`src/rtl/bpc_pkg.sv`:
```
// ----------------------------------------------------------------------------
// bpc_pkg: shared types and constants for the barometric compensation unit
// Register map codes, saturation bounds and the limb width of the wide
// multipliers.
// ----------------------------------------------------------------------------
package bpc_pkg;

  localparam int LIMB_W = 32;
  localparam int ADDR_W = 5;
  localparam int DATA_W = 64;
  localparam int CAL_HI_W = 40;
  localparam int CAL_W = 168;

  typedef enum logic [1:0] {
    REG_LO  = 2'd0,
    REG_MID = 2'd1,
    REG_HI  = 2'd2
  } reg_sel_t;

  localparam logic signed [23:0] T_MAX = 24'sh7FFFFF;
  localparam logic signed [23:0] T_MIN = -24'sh800000;
  localparam logic [22:0] P_MAX = 23'h7FFFFF;

endpackage

```
`src/rtl/bpc_hstep.sv`:
```
// ----------------------------------------------------------------------------
// bpc_hstep: one Horner step of the pressure polynomial
// Computes h_out = b + tn * h exactly in five stages: magnitudes, 32x32
// partial products, row sums, row combine, signed accumulate.
// ----------------------------------------------------------------------------
module bpc_hstep #(
  parameter int TN_W = 45,
  parameter int HI_W = 34,
  parameter int HO_W = 79,
  parameter int SB_W = 1
) (
  input  logic                   clk,
  input  logic                   rst_n,
  input  logic                   in_valid,
  output logic                   in_ready,
  input  logic signed [TN_W-1:0] in_tn,
  input  logic signed [HI_W-1:0] in_h,
  input  logic signed [HO_W-1:0] in_b,
  input  logic [SB_W-1:0]        in_sb,
  output logic                   out_valid,
  input  logic                   out_ready,
  output logic signed [TN_W-1:0] out_tn,
  output logic signed [HO_W-1:0] out_h,
  output logic [SB_W-1:0]        out_sb
);

  localparam int LW = bpc_pkg::LIMB_W;
  localparam int NA = (TN_W + LW - 1) / LW;
  localparam int NB = (HI_W + LW - 1) / LW;
  localparam int AW = NA * LW;
  localparam int BW = NB * LW;
  localparam int PPW = 2 * LW;
  localparam int RW = (NB + 1) * LW;
  localparam int PW = (NA + NB) * LW;
  localparam int NST = 5;

  logic [NST-1:0] v_r;
  logic [NST-1:0] en;

  logic [TN_W-1:0] tn_abs;
  logic [HI_W-1:0] h_abs;
  logic [AW-1:0]   tm_r;
  logic [BW-1:0]   hm_r;
  logic [PPW-1:0]  pp_nxt [NA][NB];
  logic [PPW-1:0]  pp_r [NA][NB];
  logic [RW-1:0]   row_nxt [NA];
  logic [RW-1:0]   row_r [NA];
  logic [PW-1:0]   prod_nxt;
  logic [PW-1:0]   prod_r;
  logic [HO_W-1:0] h_nxt;
  logic [HO_W-1:0] h_r;

  logic [TN_W-1:0] tn_r [NST];
  logic [SB_W-1:0] sb_r [NST];
  logic [HO_W-1:0] b_r [NST-1];
  logic            neg_r [NST-1];

  always_comb begin
    en[NST-1] = !v_r[NST-1] || out_ready;
    for (int k = NST - 2; k >= 0; k--) begin
      en[k] = !v_r[k] || en[k+1];
    end
  end

  assign in_ready  = en[0];
  assign out_valid = v_r[NST-1];

  always_ff @(posedge clk) begin
    if (!rst_n) begin
      v_r <= '0;
    end else begin
      if (en[0]) begin
        v_r[0] <= in_valid;
      end
      for (int k = 1; k < NST; k++) begin
        if (en[k]) begin
          v_r[k] <= v_r[k-1];
        end
      end
    end
  end

  assign tn_abs = in_tn[TN_W-1] ? $unsigned(-in_tn) : $unsigned(in_tn);
  assign h_abs  = in_h[HI_W-1] ? $unsigned(-in_h) : $unsigned(in_h);

  always_comb begin
    for (int i = 0; i < NA; i++) begin
      for (int j = 0; j < NB; j++) begin
        pp_nxt[i][j] = PPW'(tm_r[i*LW +: LW]) * PPW'(hm_r[j*LW +: LW]);
      end
    end
  end

  always_comb begin
    logic [RW-1:0] lo;
    logic [RW-1:0] hi;
    for (int i = 0; i < NA; i++) begin
      lo = '0;
      hi = '0;
      for (int j = 0; j < NB; j++) begin
        lo[j*LW +: LW]     = pp_r[i][j][LW-1:0];
        hi[(j+1)*LW +: LW] = pp_r[i][j][PPW-1:LW];
      end
      row_nxt[i] = lo + hi;
    end
  end

  always_comb begin
    prod_nxt = '0;
    for (int i = 0; i < NA; i++) begin
      prod_nxt = prod_nxt + (PW'(row_r[i]) << (i * LW));
    end
  end

  assign h_nxt = neg_r[NST-2] ? b_r[NST-2] - prod_r[HO_W-1:0]
                              : b_r[NST-2] + prod_r[HO_W-1:0];

  always_ff @(posedge clk) begin
    if (en[0]) begin
      tm_r     <= AW'(tn_abs);
      hm_r     <= BW'(h_abs);
      neg_r[0] <= in_tn[TN_W-1] ^ in_h[HI_W-1];
      tn_r[0]  <= in_tn;
      b_r[0]   <= in_b;
      sb_r[0]  <= in_sb;
    end
    if (en[1]) begin
      pp_r <= pp_nxt;
    end
    if (en[2]) begin
      row_r <= row_nxt;
    end
    if (en[3]) begin
      prod_r <= prod_nxt;
    end
    if (en[4]) begin
      h_r <= h_nxt;
    end
    for (int k = 1; k < NST; k++) begin
      if (en[k]) begin
        tn_r[k] <= tn_r[k-1];
        sb_r[k] <= sb_r[k-1];
      end
    end
    for (int k = 1; k < NST - 1; k++) begin
      if (en[k]) begin
        b_r[k]   <= b_r[k-1];
        neg_r[k] <= neg_r[k-1];
      end
    end
  end

  assign out_tn = $signed(tn_r[NST-1]);
  assign out_h  = $signed(h_r);
  assign out_sb = sb_r[NST-1];

endmodule

```
`config.mk`:
```
export PLATFORM = sky130hd
export DESIGN_NAME = bpc_hstep
export DESIGN_NICKNAME = d
export VERILOG_FILES = /design/src/rtl/bpc_pkg.sv /design/src/rtl/bpc_hstep.sv
export SDC_FILE = /design/constraint.sdc
export NUM_CORES = 2
export LEC_CHECK = 0
export ABC_AREA = 1
export BUFFER_PORTS_ARGS = -buffer_cell sky130_fd_sc_hd__buf_2
export CORE_MARGIN = 1.5
export CORE_UTILIZATION = 60
export CTS_CLUSTER_DIAMETER = 50
export DETAILED_ROUTE_END_ITERATION = 6
export PLACE_DENSITY = 0.77
export SYNTH_ARGS = -nofsm -noshare
export SYNTH_HDL_FRONTEND = slang
export SYNTH_SLANG_ARGS = --single-unit
export TNS_END_PERCENT = 5
```
`constraint.sdc`:
```
create_clock -name clk -period 41.9 [get_ports clk]
set_input_delay 2.095 -clock clk [delete_from_list [all_inputs] [get_ports clk]]
set_output_delay 2.095 -clock clk [all_outputs]
set_load 0.005 [all_outputs]
```
==> impl_metrics.tcl <==
set metrics [dict create \
    final_nets 13985 \
    cts_tree "built" \
    area_growth_pct 7.22 \
    worstPathMaxFanout 45 \
    top_level_ports 290 \
    drt-vias-per-instance 5.46 \
    routed_wl_um 298000 \
    async_flop_share_pct 0 \
    worstMarginPinSlew_ps 975 \
    grt_first_pass_wirelength_um 461000 \
    max-slew-margin-rel_pct 35.0 \
    status "finished with violations" \
    hold_buffers 0 \
    setup_viol 0 \
    synthFlopType "edfxtp_1" \
    start_kind "flip-flop" \
    hold_end "b_r[3][30]$_DFFE_PP_" \
    slew_violations 0 \
    dp_hpwl_um 233000 \
    reg2regPathDepth 21 \
    ys_seq_area_share_pct 31.3 \
    period_share_pct 17.9 \
    syn_area_um2 102000 \
    drc_errors 1 \
    htreeDepth 3 \
    die_h_um 415 \
    cp_data_required_time_ps 42420 \
    utilization_pct 64.6 \
    grt_pass1_vias 82630 \
    grt.overflow.total 0 \
    syn_inst 11945 \
    postRouteAntennaNets 0 \
    maxCapViolCount 0 \
    cts_resized 0 \
    place_congestion 0.997 \
    fmax_mhz 133 \
    hold_ws_ps 349 \
    violations "DRC" \
    wl_per_cell_um 20.7 \
    synth.distinct_cells 47 \
    holdPathStages 0 \
    path_class "reg -> reg" \
    cp-end-kind "flip-flop" \
    port_buffers 289 \
    ys_ff_latch 1063 \
    cts_buffer_depth 3 \
    synth_area_per_cell_um2 8.53 \
    clkSinkCount 1063 \
    crit_arrival_ps 8030 \
    drt_iter0_markers 6233 \
    final_cell_mix "nand2_1 (3,344), inv_1 (2,929), fa_1 (1,232)" \
    cts_root_buffer "clkbuf_16" \
    max_stage_delay_ps 590 \
    fin_skew_ps 117 \
    layout.cells.most_common "nand2_1" \
    hold_path_class "reg -> reg" \
    antenna_found_initial 16 \
    die_x_um 415 \
    r2r-start "hm_r[8]$_DFFE_PP_" \
    rr_endpoint "pp_r[223]$_DFFE_PP_" \
    worstPathCellList "buf_4 -> nand2_1 -> fa_1 -> fa_1 -> fa_1 -> fa_1 -> inv_1 -> fa_1 -> fa_1 -> fa_1 -> fa_1 -> ha_1 -> nand2_1 -> nor2_1 -> inv_1 -> nor2_1 -> inv_1 -> nor2_1 -> nand2_1 -> nand2_1 -> xor2_1" \
    dpl_cell_area_um2 105000 \
    grt_max_degree 147 \
    clock_latency_ps 800 \
    syn-num-nets 13897 \
    slowest_stage "fa_1" \
    crit_top_cell "fa_1" \
    rows 151 \
    cts_made_buffers 120 \
    crit_start "hm_r[8]$_DFFE_PP_" \
    first_pass_iters 7 \
    core_area_um2 169000 \
    fin_tns_setup_ps 0 \
    vias 78397 \
    post-route-cell-area_um2 109000 \
    hold_viol 0 \
    start_util_pct 60.3 \
    finalCriticalPeriod_ps 7510 \
    synth-warning-count 0 \
    grtUsageTotal_pct 35.0 \
    synth_edf_count 1058 \
    drive_gt1_share_pct 5.60 \
    hold_path.startpoint "b_r[2][30]$_DFFE_PP_" \
    reg2reg_slack_ps 34390 \
    post-cts-setup-buffers 0 \
    clk_pin_slew_ps 60 \
    rsz0062_at_grt "no" \
    die-area_um2 172000 \
]
[Yosys cell counts (all sizes together) (67+ instances only)]
library cell | instances | area, um2
nor3 | 98 | 517
clkbuf | 359 | 1350
ha | 557 | 6970
fa | 1232 | 24700
nand2 | 3364 | 12700
nand4 | 82 | 513
nor2 | 747 | 2910
xor2 | 274 | 2400
nand3 | 305 | 1660
xnor2 | 67 | 587
inv | 2940 | 11000
edfxtp | 1058 | 31800
o21ai | 264 | 1370
a21oi | 384 | 1940
[cells by family (layout without fill, tap and decap cells)]
kind of cell	after synthesis	after routing	share of synthesized area [%]
AOI/OAI and AO/OA	756	756	4.02
xor gates and xnor gates	341	341	2.93
adders and majority gates	1789	1789	31.0
buffers and inverters	3353	3544	12.5
DFF	1063	1063	31.3
other	0	13	0
and+or+nand+nor	4643	4643	18.2
[registers in the layout, indices dropped and copies added (netlist names)]
signal	cells
b_r	316
v_r	5
hm_r	34
tm_r	45
prod_r	79
row_r	114
out_h	79
pp_r	158
sb_r	5
neg_r	4
tn_r	224
[worst max-delay path by stage]
stage | to | depth (start not counted) | slack, ps
after floorplan | in_ready | 8 | 21370
after global placement | in_ready | 10 | 34380
after detailed placement | b_r[0][50]$_DFFE_PP_ | 12 | 34250
after CTS | in_ready | 10 | 34280
after global routing | in_ready | 10 | 34030
final | pp_r[223]$_DFFE_PP_ | 21 | 34390
[metrics by stage]
step | cells | worst slack, ps
6_report | 14367 | 34390
5_1_grt | 14361 | 34030
4_1_cts | 14354 | 34280
3_5_place_dp | 14129 | 34250
3_3_place_gp | 14129 | 34380
2_1_floorplan | 11945 | 21370
[layout make-up]
class / instances / area, um2
diodes: 13 / 32.5
flip-flops and latches: 1063 / 31900
fillers: 13876 / 59800
inverters: 2940 / 11100
well taps: 2218 / 2780
multi-input cells: 7529 / 57300
clock buffers: 135 / 3060
clock inverters: 90 / 1040
repair buffers: 379 / 2150
[metal layers]
metal,wire (um),vias to the layer above,part of all wire (%),GRT usage (%)
met5,27,-,0.0091,0
met4,16300,4,5.5,17.4
met3,22900,833,7.7,5.81
met2,147000,3576,49,60.3
met1,112000,37960,38,42.7
li1,-,36024,-,-
[critical path: cells and delay by family, from the launching register on]
family	cells	cell delay (ps)
simple gates	7	1110
flops	1	320
fa+ha+maj	9	4590
xor+xnor	1	400
buf+inv	4	790
Power is not shown: default switching activity piles up to over one toggle a cycle in this logic, so the estimate is an artifact.
